### src/rtl/core/uss_pkg.sv
// ----------------------------------------------------------------------------
// uss_pkg
// Types, codes and reset values shared by the shutdown sequencer modules.
// ----------------------------------------------------------------------------
`default_nettype none

package uss_pkg;

	localparam int TIME_BITS = 32;
	localparam int CFG_W     = 32;
	localparam int CFG_IDX_W = 3;
	localparam int CMP_W     = (TIME_BITS > CFG_W) ? TIME_BITS : CFG_W;

	localparam logic [6:0]  CHARGE_MAX      = 7'd100;
	localparam logic [15:0] RUNTIME_UNKNOWN = 16'hFFFF;

	localparam logic        RST_ARMED          = 1'b0;
	localparam logic        RST_USE_LOW_BATT   = 1'b1;
	localparam logic [6:0]  RST_CRIT_CHARGE    = 7'd20;
	localparam logic [15:0] RST_CRIT_RUNTIME   = 16'd120;
	localparam logic [31:0] RST_GRACE          = 32'd300;
	localparam logic [31:0] RST_MAINS_STABLE   = 32'd60;
	localparam logic [31:0] RST_MIN_OFF        = 32'd30;

	typedef enum logic [3:0] {
		ST_STARTING    = 4'd0,
		ST_MONITOR     = 4'd1,
		ST_DEGRADED    = 4'd2,
		ST_MAINS       = 4'd3,
		ST_GRACE       = 4'd4,
		ST_SHUTDOWN    = 4'd5,
		ST_WAIT_OFF    = 4'd6,
		ST_CUTTING     = 4'd7,
		ST_WAIT_MAINS  = 4'd8,
		ST_STABILISING = 4'd9,
		ST_RESTORING   = 4'd10,
		ST_RECOVERY    = 4'd11,
		ST_ERROR       = 4'd12
	} state_t;

	typedef enum logic [1:0] {
		ACT_NONE       = 2'd0,
		ACT_SHUTDOWN   = 2'd1,
		ACT_OUTLET_OFF = 2'd2,
		ACT_OUTLET_ON  = 2'd3
	} action_t;

	typedef enum logic [4:0] {
		RSN_DISARMED         = 5'd0,
		RSN_UNREACHABLE      = 5'd1,
		RSN_AMBIGUOUS        = 5'd2,
		RSN_START_BATTERY    = 5'd3,
		RSN_START_MAINS      = 5'd4,
		RSN_BATTERY_CONFIRM  = 5'd5,
		RSN_MAINS_STABLE     = 5'd6,
		RSN_MAINS_IN_GRACE   = 5'd7,
		RSN_CRITICAL         = 5'd8,
		RSN_GRACE_EXPIRED    = 5'd9,
		RSN_GRACE_WAIT       = 5'd10,
		RSN_SHUTDOWN_SENT    = 5'd11,
		RSN_SHUTDOWN_REPEAT  = 5'd12,
		RSN_HOST_OFF         = 5'd13,
		RSN_HOST_OFF_WAIT    = 5'd14,
		RSN_OUTLET_OFF       = 5'd15,
		RSN_OUTLET_OFF_WAIT  = 5'd16,
		RSN_MAINS_RESTORED   = 5'd17,
		RSN_MAINS_WAIT       = 5'd18,
		RSN_MAINS_LOST       = 5'd19,
		RSN_SHORT_OUTAGE     = 5'd20,
		RSN_RESTORE          = 5'd21,
		RSN_STABILITY_CHECK  = 5'd22,
		RSN_OUTLET_ON        = 5'd23,
		RSN_OUTLET_ON_WAIT   = 5'd24,
		RSN_HOST_BOOTED      = 5'd25,
		RSN_HOST_BOOT_WAIT   = 5'd26,
		RSN_ERROR_MANUAL     = 5'd27,
		RSN_UNKNOWN_STATE    = 5'd28
	} reason_t;

	typedef enum logic [CFG_IDX_W-1:0] {
		CFG_ARMED        = 3'd0,
		CFG_USE_LOW_BATT = 3'd1,
		CFG_CRIT_CHARGE  = 3'd2,
		CFG_CRIT_RUNTIME = 3'd3,
		CFG_GRACE        = 3'd4,
		CFG_MAINS_STABLE = 3'd5,
		CFG_MIN_OFF      = 3'd6
	} cfg_idx_t;

	localparam logic [1:0] OUTLET_OFF = 2'd1;
	localparam logic [1:0] OUTLET_ON  = 2'd2;

	typedef struct packed {
		logic                 armed;
		logic                 low_flag_critical;
		logic [6:0]           critical_charge;
		logic [15:0]          critical_runtime;
		logic [31:0]          grace_limit;
		logic [31:0]          mains_settle;
		logic [31:0]          outlet_rest;
	} cfg_t;

	typedef struct packed {
		logic [3:0]           current_state;
		logic [TIME_BITS-1:0] now_seconds;
		logic [TIME_BITS-1:0] battery_since;
		logic [TIME_BITS-1:0] mains_since;
		logic [TIME_BITS-1:0] outlet_off_since;
		logic [1:0]           record_flags;
		logic [3:0]           ups_flags;
		logic [6:0]           charge_percent;
		logic [15:0]          runtime_seconds;
		logic [1:0]           host_flags;
		logic [1:0]           outlet_state;
	} request_t;

	typedef struct packed {
		state_t               next_state;
		action_t              action;
		reason_t              reason_code;
	} result_t;

endpackage

`default_nettype wire

### src/rtl/core/uss_cfg_regs.sv
// ----------------------------------------------------------------------------
// uss_cfg_regs
// Configuration register bank, written through a plain indexed write port.
// ----------------------------------------------------------------------------
`default_nettype none

module uss_cfg_regs
	import uss_pkg::*;
(
	input  wire logic                 clk,
	input  wire logic                 arst_n,
	input  wire logic                 wr_en,
	input  wire logic [CFG_IDX_W-1:0] wr_index,
	input  wire logic [CFG_W-1:0]     wr_data,
	output cfg_t                      cfg
);

	cfg_t cfg_q;

	always_ff @(posedge clk or negedge arst_n) begin
		if (!arst_n) begin
			cfg_q.armed             <= RST_ARMED;
			cfg_q.low_flag_critical <= RST_USE_LOW_BATT;
			cfg_q.critical_charge   <= RST_CRIT_CHARGE;
			cfg_q.critical_runtime  <= RST_CRIT_RUNTIME;
			cfg_q.grace_limit       <= RST_GRACE;
			cfg_q.mains_settle      <= RST_MAINS_STABLE;
			cfg_q.outlet_rest       <= RST_MIN_OFF;
		end else if (wr_en) begin
			case (wr_index)
				CFG_ARMED:        cfg_q.armed             <= wr_data[0];
				CFG_USE_LOW_BATT: cfg_q.low_flag_critical <= wr_data[0];
				CFG_CRIT_CHARGE:  cfg_q.critical_charge   <= wr_data[6:0];
				CFG_CRIT_RUNTIME: cfg_q.critical_runtime  <= wr_data[15:0];
				CFG_GRACE:        cfg_q.grace_limit       <= wr_data[31:0];
				CFG_MAINS_STABLE: cfg_q.mains_settle      <= wr_data[31:0];
				CFG_MIN_OFF:      cfg_q.outlet_rest       <= wr_data[31:0];
				default: begin
				end
			endcase
		end
	end

	assign cfg = cfg_q;

endmodule

`default_nettype wire

### src/rtl/core/uss_decide.sv
// ----------------------------------------------------------------------------
// uss_decide
// Decision logic: global checks, then the per-state transition rules.
// ----------------------------------------------------------------------------
`default_nettype none

module uss_decide
	import uss_pkg::*;
(
	input  wire cfg_t     cfg,
	input  wire request_t request,
	output result_t       result
);

	function automatic logic elapsed(
		input logic [TIME_BITS-1:0] now,
		input logic [TIME_BITS-1:0] since,
		input logic [CFG_W-1:0]     thr
	);
		logic [TIME_BITS-1:0] diff;
		logic [CMP_W-1:0]     diff_x;
		logic [CMP_W-1:0]     thr_x;
		diff   = now - since;
		diff_x = CMP_W'(diff);
		thr_x  = CMP_W'(thr);
		return (since != '0) && (now >= since) && (diff_x >= thr_x);
	endfunction

	logic reach, online, onbat, low_batt;
	logic sent, was_cut, host_off, host_up;
	logic critical;
	logic grace_done, mains_done, off_done;

	assign reach    = request.ups_flags[0];
	assign online   = request.ups_flags[1];
	assign onbat    = request.ups_flags[2];
	assign low_batt = request.ups_flags[3];
	assign sent     = request.record_flags[0];
	assign was_cut  = request.record_flags[1];
	assign host_off = request.host_flags[0];
	assign host_up  = request.host_flags[1];

	assign critical = (cfg.low_flag_critical && low_batt)
		|| ((request.charge_percent <= CHARGE_MAX)
			&& (request.charge_percent <= cfg.critical_charge))
		|| ((request.runtime_seconds != RUNTIME_UNKNOWN)
			&& (request.runtime_seconds <= cfg.critical_runtime));

	assign grace_done = elapsed(request.now_seconds, request.battery_since,
		cfg.grace_limit);
	assign mains_done = elapsed(request.now_seconds, request.mains_since,
		cfg.mains_settle);
	assign off_done   = elapsed(request.now_seconds, request.outlet_off_since,
		cfg.outlet_rest);

	always_comb begin
		result.next_state  = ST_ERROR;
		result.action      = ACT_NONE;
		result.reason_code = RSN_UNKNOWN_STATE;
		priority if (!cfg.armed) begin
			result.next_state  = ST_MONITOR;
			result.reason_code = RSN_DISARMED;
		end else if (!reach) begin
			result.next_state  = ST_DEGRADED;
			result.reason_code = RSN_UNREACHABLE;
		end else if (!online && !onbat) begin
			result.next_state  = ST_DEGRADED;
			result.reason_code = RSN_AMBIGUOUS;
		end else begin
			unique case (request.current_state)
				ST_STARTING, ST_MONITOR, ST_DEGRADED: begin
					if (onbat) begin
						result.next_state  = ST_GRACE;
						result.reason_code = RSN_START_BATTERY;
					end else begin
						result.next_state  = ST_MAINS;
						result.reason_code = RSN_START_MAINS;
					end
				end
				ST_MAINS: begin
					if (onbat) begin
						result.next_state  = ST_GRACE;
						result.reason_code = RSN_BATTERY_CONFIRM;
					end else begin
						result.next_state  = ST_MAINS;
						result.reason_code = RSN_MAINS_STABLE;
					end
				end
				ST_GRACE: begin
					priority if (online) begin
						result.next_state  = ST_STABILISING;
						result.reason_code = RSN_MAINS_IN_GRACE;
					end else if (critical) begin
						result.next_state  = ST_SHUTDOWN;
						result.action      = ACT_SHUTDOWN;
						result.reason_code = RSN_CRITICAL;
					end else if (grace_done) begin
						result.next_state  = ST_SHUTDOWN;
						result.action      = ACT_SHUTDOWN;
						result.reason_code = RSN_GRACE_EXPIRED;
					end else begin
						result.next_state  = ST_GRACE;
						result.reason_code = RSN_GRACE_WAIT;
					end
				end
				ST_SHUTDOWN: begin
					if (sent) begin
						result.next_state  = ST_WAIT_OFF;
						result.reason_code = RSN_SHUTDOWN_SENT;
					end else begin
						result.next_state  = ST_SHUTDOWN;
						result.action      = ACT_SHUTDOWN;
						result.reason_code = RSN_SHUTDOWN_REPEAT;
					end
				end
				ST_WAIT_OFF: begin
					if (host_off) begin
						result.next_state  = ST_CUTTING;
						result.action      = ACT_OUTLET_OFF;
						result.reason_code = RSN_HOST_OFF;
					end else begin
						result.next_state  = ST_WAIT_OFF;
						result.reason_code = RSN_HOST_OFF_WAIT;
					end
				end
				ST_CUTTING: begin
					if (request.outlet_state == OUTLET_OFF) begin
						result.next_state  = ST_WAIT_MAINS;
						result.reason_code = RSN_OUTLET_OFF;
					end else begin
						result.next_state  = ST_CUTTING;
						result.action      = ACT_OUTLET_OFF;
						result.reason_code = RSN_OUTLET_OFF_WAIT;
					end
				end
				ST_WAIT_MAINS: begin
					if (online) begin
						result.next_state  = ST_STABILISING;
						result.reason_code = RSN_MAINS_RESTORED;
					end else begin
						result.next_state  = ST_WAIT_MAINS;
						result.reason_code = RSN_MAINS_WAIT;
					end
				end
				ST_STABILISING: begin
					result.next_state  = ST_STABILISING;
					result.reason_code = RSN_STABILITY_CHECK;
					priority if (onbat) begin
						result.next_state  = ST_WAIT_MAINS;
						result.reason_code = RSN_MAINS_LOST;
					end else if (mains_done && !was_cut) begin
						result.next_state  = ST_MAINS;
						result.reason_code = RSN_SHORT_OUTAGE;
					end else if (mains_done && off_done) begin
						result.next_state  = ST_RESTORING;
						result.action      = ACT_OUTLET_ON;
						result.reason_code = RSN_RESTORE;
					end else begin
					end
				end
				ST_RESTORING: begin
					if (request.outlet_state == OUTLET_ON) begin
						result.next_state  = ST_RECOVERY;
						result.reason_code = RSN_OUTLET_ON;
					end else begin
						result.next_state  = ST_RESTORING;
						result.action      = ACT_OUTLET_ON;
						result.reason_code = RSN_OUTLET_ON_WAIT;
					end
				end
				ST_RECOVERY: begin
					if (host_up) begin
						result.next_state  = ST_MAINS;
						result.reason_code = RSN_HOST_BOOTED;
					end else begin
						result.next_state  = ST_RECOVERY;
						result.reason_code = RSN_HOST_BOOT_WAIT;
					end
				end
				ST_ERROR: begin
					result.next_state  = ST_ERROR;
					result.reason_code = RSN_ERROR_MANUAL;
				end
				default: begin
					result.next_state  = ST_ERROR;
					result.reason_code = RSN_UNKNOWN_STATE;
				end
			endcase
		end
	end

endmodule

`default_nettype wire

### src/rtl/core/ups_shutdown_sequencer.sv
// ----------------------------------------------------------------------------
// ups_shutdown_sequencer
// Power-sequencing decision block for UPS events.
// ----------------------------------------------------------------------------
// A request beat is taken at every clock edge with start high; busy is always
// low, so a new beat can follow every cycle. Each request is captured in the
// input register, the decision logic works on it, and its result is captured
// in the result register, shown for one cycle with done high.
// The receiver cannot stall, so results must be taken as they come.
// Configuration writes take effect at the next edge and should only be
// made while no request is in flight.
`default_nettype none

module ups_shutdown_sequencer
	import uss_pkg::*;
(
	input  wire logic                 clk,
	input  wire logic                 arst_n,
	input  wire logic                 start,
	output logic                      busy,
	input  wire request_t             request,
	output logic                      done,
	output result_t                   result,
	input  wire logic                 wr_en,
	input  wire logic [CFG_IDX_W-1:0] wr_index,
	input  wire logic [CFG_W-1:0]     wr_data
);

	cfg_t     cfg;
	request_t request_s1;
	logic     valid_s1;
	result_t  decision;
	result_t  result_s2;
	logic     valid_s2;

	assign busy = 1'b0;

	uss_cfg_regs u_cfg_regs (
		.clk      (clk),
		.arst_n   (arst_n),
		.wr_en    (wr_en),
		.wr_index (wr_index),
		.wr_data  (wr_data),
		.cfg      (cfg)
	);

	always_ff @(posedge clk or negedge arst_n) begin
		if (!arst_n) begin
			valid_s1 <= 1'b0;
			valid_s2 <= 1'b0;
		end else begin
			valid_s1 <= start && !busy;
			valid_s2 <= valid_s1;
		end
	end

	always_ff @(posedge clk) begin
		if (start && !busy) begin
			request_s1 <= request;
		end
		if (valid_s1) begin
			result_s2 <= decision;
		end
	end

	uss_decide u_decide (
		.cfg     (cfg),
		.request (request_s1),
		.result  (decision)
	);

	assign done   = valid_s2;
	assign result = result_s2;

endmodule

`default_nettype wire

### config.mk
export PLATFORM = sky130hd
export DESIGN_NAME = ups_shutdown_sequencer
export DESIGN_NICKNAME = d
export VERILOG_FILES = /design/src/rtl/core/uss_pkg.sv /design/src/rtl/core/uss_cfg_regs.sv /design/src/rtl/core/uss_decide.sv /design/src/rtl/core/ups_shutdown_sequencer.sv
export SDC_FILE = /design/constraint.sdc
export NUM_CORES = 1
export LEC_CHECK = 0
export BUFFER_PORTS_ARGS = -buffer_cell sky130_fd_sc_hd__buf_2
export CAP_MARGIN = 10
export CORE_MARGIN = 10
export CORE_UTILIZATION = 60
export CTS_CLUSTER_SIZE = 24
export DETAILED_ROUTE_END_ITERATION = 12
export GPL_TIMING_DRIVEN = 1
export PLACE_DENSITY = 0.93
export SETUP_SLACK_MARGIN = 0.02
export SLEW_MARGIN = 20
export SYNTH_ARGS = -nofsm -noshare
export SYNTH_HDL_FRONTEND = slang
export SYNTH_HIERARCHICAL = 1
export SYNTH_SLANG_ARGS = --single-unit
### constraint.sdc
create_clock -name clk -period 5.65 [get_ports clk]
set_clock_uncertainty 0.2 [all_clocks]
set_input_delay 0.2825 -clock clk [delete_from_list [all_inputs] [get_ports clk]]
set_output_delay 0.2825 -clock clk [all_outputs]
set_load 0.01 [all_outputs]
## Word level (Yosys, flattened, before mapping)

Index checks and enable logic that the tools add are counted.

| operators by class | value |
|---|---|
| reduce and logical (&&, ||, !) cells | 33 |
| add/subtract/negate cells | 3 |
| eq/ne operators | 21 |
| bitwise gates (word level) | 2 |
| mux-type cells | 40 |
| magnitude comparators | 9 |

Operators by type and width:

| cell | count |
|---|---|
| >= comparator 32 bit | 6 |
| nonzero test 32 bit | 3 |
| subtractor 32 bit | 3 |
| one-hot mux 5 bit (11 select lines) | 1 |
| one-hot mux 4 bit (9 select lines) | 1 |
| two-way mux 2 bit | 15 |
| two-way mux 4 bit | 6 |
| equality test 4 bit (second input constant) | 5 |
| two-way mux 5 bit | 4 |
| equality test 4 x 3 -> 1 bit (second input constant) | 4 |
| <= comparator 16 bit | 1 |
| inequality test 16 bit (second input constant) | 1 |
| AND reduction 2 bit | 8 |
| logical AND 1 bit | 12 |
| one-hot mux 2 bit (6 select lines) | 1 |
| equality test 3 bit (second input constant) | 3 |
| two-way mux 3 bit | 3 |
| two-way mux 9 bit | 1 |
| equality test 4 x 2 -> 1 bit (second input constant) | 2 |
| two-way mux 8 bit | 1 |
| <= comparator 7 bit | 1 |
| <= comparator 7 bit (second input constant) | 1 |
| two-way mux 1 bit | 7 |
| equality test 3 x 2 -> 1 bit (second input constant) | 2 |
| other kinds (11) | 16 |

| word-level totals | value |
|---|---|
| output and inout port bits | 13 |
| register bits after elaboration | 299 |
| logic and storage cells | 134 |
| bits of input ports | 204 |

## Logic depth before layout (Yosys ltp)

Gate-level depths: netlist (run 1).

| logic depth | value |
|---|---|
| word-level depth | 10 |
| gate-level depth with buffers | 22 |
| gate-level depth less buffers | 22 |

## By module

Netlist (run 1), hierarchy kept.

By module, submodules not included:

| module | seq. area each (um^2) | cells an instance | times used | area an instance (um^2) |
|---|---|---|---|---|
| uss_decide | 0.0 | 1290 | 1 | 8753.4 |
| ups_shutdown_sequencer | 5335.1 | 180 | 1 | 5346.4 |
| uss_cfg_regs | 3051.7 | 262 | 1 | 4713.3 |

## Worst setup path before layout (run 1)

Ideal clock, no wire load.

| timing path | value |
|---|---|
| path type | register to register |
| start point | register request_s1[33] in the netlist's numbering |
| end point | register result_s2, in the netlist result[1] (data pin) |
| path buffers | 0 |
| setup time | 0.261 ns |
| data required time | 5.189 ns |
| cell stages (with the launch flop) | 21 |
| arrival time | 4.360 ns |
| clock period less this slack | 4.821 ns |
| slack | 0.829 ns |
| cell sequence | edfxtp_1 -> ha_1 -> fa_1 -> nand2b_1 -> a21oi_1 -> a21oi_1 -> o31ai_1 -> a21o_1 -> a21o_1 -> nand3_1 -> a21oi_1 -> xor2_1 -> ha_1 -> and4_1 -> a221oi_1 -> or3_2 -> nand3_2 -> nand2_1 -> a211o_1 -> nor2b_1 -> o311a_1 |

| between the ends | value |
|---|---|
| word-level cells in the longest chain between the ends | 9 |
| elaborated cells on any way between the ends | 12 |
| those cells by class | 1 x add/sub; 2 x order compare; 5 x mux; 4 x reduce/logical |

Ends and longest elaborated chain:

| what | line | RTL |
|---|---|---|
| start, declared | ups_shutdown_sequencer.sv:30 | `request_t request_s1;` |
| start signal, assigned | ups_shutdown_sequencer.sv:59 | `request_s1 <= request;` |
| subtractor 32 bit, or another cell as far along | uss_decide.sv:23 | `diff = now - since;` |
| >= comparator 32 bit or logical AND 1 bit (tied branches) | uss_decide.sv:26 | `return (since != '0) && (now >= since) && (diff_x >= thr_x);` |
| logical AND 1 bit (*) | uss_decide.sv:26 |  |
| logical AND 1 bit (*) | uss_decide.sv:154 | `end else if (mains_done && off_done) begin` |
| two-way mux 9 bit (*) | uss_decide.sv:154 |  |
| two-way mux 5 bit (*) | uss_decide.sv:151 | `end else if (mains_done && !was_cut) begin` |
| two-way mux 5 bit (*) | uss_decide.sv:148 | `priority if (onbat) begin` |
| one-hot mux 5 bit (11 select lines) (*) | uss_decide.sv:70 | `unique case (request.current_state)` |
| two-way mux 2 bit (*) | uss_decide.sv:66 | `end else if (!online && !onbat) begin` |
| end signal, assigned | ups_shutdown_sequencer.sv:62 | `result_s2 <= decision;` |
| end, declared | ups_shutdown_sequencer.sv:33 | `result_t result_s2;` |

Mark *: on every way between the ends. The rest lies on a longest branch, timed or not.
A chain may end at the register's enable or synchronous reset.

## Worst setup path after layout (run 1)

| timing path | value |
|---|---|
| start point | register request_s1[130] in the netlist's numbering |
| end point | register result_s2, in the netlist result[0] (data pin) |

| between the ends | value |
|---|---|
| word-level cells in the longest chain between the ends | 10 |
| elaborated cells on any way between the ends | 26 |
| those cells by class | 3 x add/sub; 6 x order compare; 9 x mux; 8 x reduce/logical |

Ends and longest elaborated chain:

| what | line | RTL |
|---|---|---|
| subtractor 32 bit or >= comparator 32 bit (tied branches) | uss_decide.sv:23, uss_decide.sv:26 |  |
| >= comparator 32 bit or logical AND 1 bit (tied branches) | uss_decide.sv:26 |  |
| logical AND 1 bit | uss_decide.sv:26 |  |
| logical AND 1 bit | uss_decide.sv:154 |  |
| two-way mux 9 bit | uss_decide.sv:154 |  |
| two-way mux 5 bit | uss_decide.sv:151 |  |
| two-way mux 5 bit | uss_decide.sv:148 |  |
| one-hot mux 5 bit (11 select lines) (*) | uss_decide.sv:70 |  |
| two-way mux 2 bit (*) | uss_decide.sv:66 |  |
| two-way mux 1 bit (*) | uss_decide.sv:63 | `end else if (!reach) begin` |

Marks and branches as above.

==> results.yml, run 1 <==
outcome:
  status: "complete, no violations"
clock_network:
  clock_latency_ps: 530
  clockRootBuffer: "clkbuf_16"
  cts_buffers: 34
  cts_max_level: 2
  clockBufferDepth: 3
  cts_setup_buffers: 0
  numClockSinks: 299
  cts_tree: "yes"
  clk_pin_slew_ps: 70
timing:
  hold_ws_ps: 32.6
  fmax_mhz: 183
  rsz0062_at_grt: "yes"
  layout_setup_ws_ps: 197
  slew_viol_final: 0
  max_slew_margin_pct: 31.3
  period_needed_ps: 5450
  hold_violations: 0
  tightestPinTransition_ps: 1030
  period_share_pct: 96.5
  setup_violations: 0
synth:
  yosysTopAreaCellShare_pct: 28.1
  synth_adder_area_share_pct: 14.6
  synth_seq_cells: 299
  synth_compound_area_share_pct: 13.4
  ys_types: 87
  synth_most_common_cell: "inv_1"
  yosys.area_share.simple_pct: 9.77
  synth-edff-count: 176
  synth_top_area_cell: "edfxtp_1"
  synthXorXnorAreaFrac_pct: 3.91
  synth_flop_cell: "edfxtp_1"
  synth_top_family_by_area: "adder cells"
  synth_area_leaders: "edfxtp_1 28%, ha_1 14%, dfrtp_1 14%"
  syn_area_um2: 18800
  synth_commonest_cells: "236 x inv_1, 215 x ha_1, 176 x edfxtp_1, 137 x a21oi_1, 104 x dfrtp_1"
  async_flop_share_pct: 41.1
  muxShareOfSynthArea_pct: 7.95
  yosysSeqAreaShare_pct: 44.6
  synth_nets: 2154
  synthCells: 1732
  syn_avg_cell_area_um2: 10.9
  yosys_warnings: 6
placed_design:
  gp_congestion: 0.984
  post-place-cells: 2327
  io_buffers: 215
  preCtsSetupSlack_ps: 257
  hpwlAfterDp_um: 40700
final_layout:
  synthToLayoutAreaGrowth_pct: 24.6
  drive_gt1_share_pct: 20.5
  multi_input_area_um2: 9390
  nets: 2588
  fillerInstances: 1956
  postLayoutCoreUtil_pct: 76.3
  final_cells: 2592
  seq_area_um2: 8390
detailed_routing:
  drt_iter0_drc: 1348
  route.antenna.remaining_nets: 0
  viasPerCell: 6.09
  routedWlPerCell_um: 22.3
  drc: 0
  first_pass_iters: 6
  vias: 15800
  wl_um: 57900
job:
  cap_violations: 0
setup_path:
  worstPathArrival_ps: 5520
  crit_type: "flop to flop"
  cp-start-kind: "flop"
  rrSetupSlack_ps: 200
  endpoint_kind: "flop"
  timing.rr.end: "result[0]$_DFFE_PP_"
  cp_max_fo: 4
  r2r_cells: 20
  r2r-start: "request_s1[130]$_DFFE_PP_"
  worstPathRequired_ps: 5720
  setup.worst_path.start: "request_s1[130]$_DFFE_PP_"
power:
  p_leak_nw: 10.8
  irDropWorstVdd_mv: 0.270
  finalPower_mw: 7.72
  power.density_nw_per_um2: 329
global_routing:
  grt_pass1_vias: 16200
  antenna_found_initial: 5
  grt_max_degree: 116
  grt.total_usage_pct: 29.1
  grt_pass1_wl_um: 89300
  gr-total-overflow: 0
floorplan:
  die-height_um: 197
  start_util_pct: 61.2
  core-area_um2: 30700
  die_w_um: 197
  boundaryPins: 217
  fp-row-count: 64
  die-area_um2: 38800
worst_hold_path:
  hold_path_class: "input port to flop"
  hold_start: "wr_index[2]"
  holdPathStages: 3
  min_to: "u_cfg_regs/cfg[120]$_DFFE_PN0P_"
## critical path, cell delays in order, from the launching register on
cell and delay, ps:
edfxtp_1 490, inv_1 200, fa_1 450, nand2b_1 180
a21oi_2 150, a21oi_1 140, o21ai_2 270, a21oi_1 190
o21bai_1 220, nand2b_1 110, a311oi_1 350, xor2_1 300
ha_1 310, nor2b_1 130, o21ai_0 150, o21ai_0 100
or3_2 460, o211ai_2 230, or2_1 160, nor2_1 50
o311a_1 340
## flip-flops by register name, indices dropped and copies added (netlist names)
signal	flops
result	11
u_cfg_regs/cfg	121
valid_s1	1
done	1
request_s1	165
## cell families (layout without fill, tap and decap cells)
| family | Yosys count | after routing |
|---|---|---|
| buf+inv | 261 | 720 |
| other cells | 1 | 6 |
| xor+xnor | 84 | 84 |
| compound gates | 389 | 389 |
| flops | 299 | 299 |
| mux | 123 | 123 |
| simple gates | 357 | 357 |
| fa+ha+maj | 218 | 218 |
## area by class of cell
| class | count | area share, % |
|---|---|---|
| Clock buffer | 42 | 4.11 |
| Clock inverter | 19 | 0.763 |
| Antenna cell | 5 | 0.0534 |
| Inverter | 236 | 3.78 |
| Tap cell | 396 | 2.11 |
| Multi-Input combinational cell | 1172 | 40.0 |
| Sequential cell | 299 | 35.8 |
| Timing Repair Buffer | 423 | 13.4 |
## report_power, final
| part | switching, mW | internal (mW) |
|---|---|---|
| Sequential | 0.227 | 2.66 |
| Clock | 0.956 | 1.29 |
| Combinational | 1.43 | 1.16 |
| Total | 2.62 | 5.11 |
## cell usage in the layout (no fill, tap or decap), drive strengths merged, types with 6 or more instances in the layout
cell type,count
o21a,19
a221oi,6
nand2,85
buf,225
a21o,45
and2,6
a31oi,17
mux2,122
or2,6
edfxtp,176
clkinv,9
ha,215
and4,10
clkbuf,42
nand2b,15
xor2,27
nor3,19
nand3,30
inv,243
nand4,36
o21ai,58
nor2,79
dfstp,19
nor4,30
o211ai,11
dlygate4sd3,198
xnor2,57
a21oi,139
a211oi,9
o21bai,19
dfrtp,104
nor2b,13
and3,10
## per-stage QoR
| stage | cell area, um2 | setup TNS (ps) |
|---|---|---|
| finish | 23500 | 0 |
| global route | 23400 | -2.90 |
| CTS | 23400 | 0 |
| detailed placement | 20300 | 0 |
| global placement | 20300 | 0 |
| floorplan | 18800 | 0 |
## layer usage
| metal | wire length, um | track usage [%] |
|---|---|---|
| met1 | 23600 | 37.1 |
| met2 | 27300 | 48.3 |
| met3 | 4690 | 5.47 |
| met4 | 2320 | 11.3 |
| met5 | 15 | 0 |
## worst max-delay path by stage
stage	slack, ps	endpoint
3_3_place_gp	390	result[0]$_DFFE_PP_
6_report	200	result[0]$_DFFE_PP_
2_1_floorplan	830	result[1]$_DFFE_PP_
3_5_place_dp	260	result[0]$_DFFE_PP_
4_1_cts	230	result[0]$_DFFE_PP_
5_1_grt	-3	result[1]$_DFFE_PP_
## repair_timing
action,CTS,global route
hold buffers,198,0
endpoints found under the setup margin,0,3
gates resized for setup,0,2
hold endpoints to repair,343,0
Note: power is estimated with default switching activity, not from simulation.
==> run 2, diff against run 1 <==
--- a/config.mk
+++ b/config.mk
@@ -12,7 +12,7 @@
 export CTS_CLUSTER_SIZE = 24
 export DETAILED_ROUTE_END_ITERATION = 12
 export GPL_TIMING_DRIVEN = 1
-export PLACE_DENSITY = 0.93
+export PLACE_DENSITY_LB_ADDON = 0.08
 export SETUP_SLACK_MARGIN = 0.02
 export SLEW_MARGIN = 20
 export SYNTH_ARGS = -nofsm -noshare
==> run 2 against run 1 <==
Hold slack is essentially flat. Clock power shrank 7%. First-iteration DRC count up 4.7%. Die area stayed put. Sequential cell count unchanged. Non-clock buffer count rose by 5. Critical path depth is 1 higher. Combinational power about the same. Sequential share of layout area up 0.071 points. Critical path type unchanged. Largest cell class unchanged. Largest power group unchanged.
==> results.yml, run 2 (same netlist as run 1, synthesis figures left out) <==
clock_network:
  clk_pin_slew_ps: 70
  numClockSinks: 299
  clock_latency_ps: 590
  clockBufferDepth: 3
  cts_buffers: 30
  cts_tree: "yes"
  cts_max_level: 1
  clockRootBuffer: "clkbuf_16"
setup_path:
  cp_max_fo: 4
  cp-start-kind: "flop"
  crit_type: "flop to flop"
  cp_cell_sequence: "ha_2 -> fa_1 -> nand2b_1 -> a21oi_4 -> a21oi_1 -> o21ai_1 -> buf_4 -> a21oi_1 -> o21bai_1 -> nand2b_1 -> a311oi_2 -> xor2_1 -> ha_1 -> nand4_1 -> nor2_1 -> nand3_1 -> a21oi_2 -> o211ai_4 -> a211o_1 -> nor2b_1 -> o311a_1"
  crit_end: "result[1]$_DFFE_PP_"
  slowest_delay_ps: 500
  endpoint_kind: "flop"
  rrSetupSlack_ps: 290
  setup.worst_path.start: "request_s1[65]$_DFFE_PP_"
  r2r_cells: 21
  r2r-start: "request_s1[65]$_DFFE_PP_"
  worstSetupPathDepth: 21
  worstPathRequired_ps: 5790
  cp_num_buf_inv: 1
  path_delay_family: "compound AO/OA/AOI/OAI gates"
  worstPathArrival_ps: 5500
  timing.rr.end: "result[1]$_DFFE_PP_"
  crit_slowest_cell: "edfxtp_1"
placed_design:
  gp_congestion: 0.959
  hpwlAfterDp_um: 40500
  io_buffers: 215
detailed_routing:
  first_pass_iters: 7
  vias: 15500
  drt_iter0_drc: 1411
  viasPerCell: 5.99
  wl_um: 57200
  route.antenna.remaining_nets: 0
  routedWlPerCell_um: 22.1
  drc: 0
final_layout:
  synthToLayoutAreaGrowth_pct: 24.4
  seq_area_um2: 8390
  nets: 2589
  multi_input_area_um2: 9400
  drive_gt1_share_pct: 20.4
  largest_register_ffs: 165
  final_common_cell: "inv_1"
  fillerInstances: 1970
  final_cell_mix: "236 x inv_1, 214 x ha_1, 213 x buf_2, 201 x dlygate4sd3_1, 176 x edfxtp_1"
  postLayoutCoreUtil_pct: 76.1
  top_register: "request_s1"
job:
  cap_violations: 0
timing:
  hold_violations: 0
  setup_violations: 0
  period_share_pct: 94.8
  tns_ps: 0
  period_needed_ps: 5360
  fmax_mhz: 187
  rsz0062_at_grt: "no"
  max_slew_margin_pct: 35.6
  tightestPinTransition_ps: 966
  slew_viol_final: 0
power:
  p_leak_nw: 10.7
  power.density_nw_per_um2: 322
  irDropWorstVdd_mv: 0.347
  finalPower_mw: 7.53
floorplan:
  die_w_um: 197
  die-area_um2: 38800
  die-height_um: 197
  start_util_pct: 61.2
  core-area_um2: 30700
  boundaryPins: 217
  fp-row-count: 64
global_routing:
  grt_pass1_vias: 15900
  grt_util_met3_pct: 5.55
  grt_util_met2_pct: 46.5
  antenna_found_initial: 1
  grt.total_usage_pct: 29.0
  grt_most_used_layer: "met2"
  gr-total-overflow: 0
  grt_use_met1_pct: 39.7
  grt_pass1_wl_um: 89000
  grt_max_degree: 101
outcome:
  status: "complete, no violations"
worst_hold_path:
  holdPathStages: 3
  hold_path_class: "input port to flop"
[run 2: worst min-delay path: cells and delay by family]
kind | cells | cell delay [ps]
buf+inv | 1 | 140
simple gates | 1 | 150
mux | 1 | 210
[run 2: power by group]
group	internal [mW]	total, mW	switching (mW)
combinational	1.16	2.56	1.40
clock	1.21	2.10	0.885
sequential	2.66	2.87	0.214
total	5.03	7.53	2.50
[run 2: worst min-delay path by stage]
| stage | startpoint | to | slack [ps] |
|---|---|---|---|
| after global placement | arst_n | u_cfg_regs/cfg[115]$_DFFE_PN0P_ | 260 |
| after global routing | wr_en | u_cfg_regs/cfg[120]$_DFFE_PN0P_ | 20 |
| after CTS | wr_en | u_cfg_regs/cfg[119]$_DFFE_PN1P_ | 9 |
| final | wr_en | u_cfg_regs/cfg[120]$_DFFE_PN0P_ | 30 |
| after floorplan | arst_n | done$_DFF_PN0_ | -210 |
| after detailed placement | request[30] | request_s1[30]$_DFFE_PP_ | 260 |
[run 2: per-stage QoR]
| stage | worst slack (ps) | std cells | hold WS (ps) | cell area [um2] |
|---|---|---|---|---|
| 2_1_floorplan | 829 | 1732 | -213 | 18800 |
| 3_5_place_dp | 81.0 | 2328 | 261 | 20300 |
| 6_report | 294 | 2587 | 32.2 | 23400 |
| 5_1_grt | 20.9 | 2586 | 22.4 | 23400 |
| 4_1_cts | 74.9 | 2583 | 9.06 | 23400 |
| 3_3_place_gp | 209 | 2328 | 259 | 20300 |
[run 2: area by class of cell]
| type | instances | area share (%) |
|---|---|---|
| diodes | 2 | 0.0214 |
| clock buffers | 42 | 3.88 |
| clock inverters | 12 | 0.588 |
| inverters | 236 | 3.79 |
| multi-input cells | 1172 | 40.2 |
| flip-flops and latches | 299 | 35.8 |
| well taps | 396 | 2.12 |
| repair buffers | 428 | 13.6 |
[run 2: timing repair]
item,in CTS,in global routing
buffers inserted,0,2
endpoints found under the hold margin,339,0
hold buffers,201,0
setup endpoints to repair,0,7
resized for setup,0,6
[run 2: routing by layer]
layer,vias to the layer above,part of all wire (%)
met3,96,7.9
met1,7488,44
met5,-,0
li1,7187,-
met4,0,2.5
met2,729,45
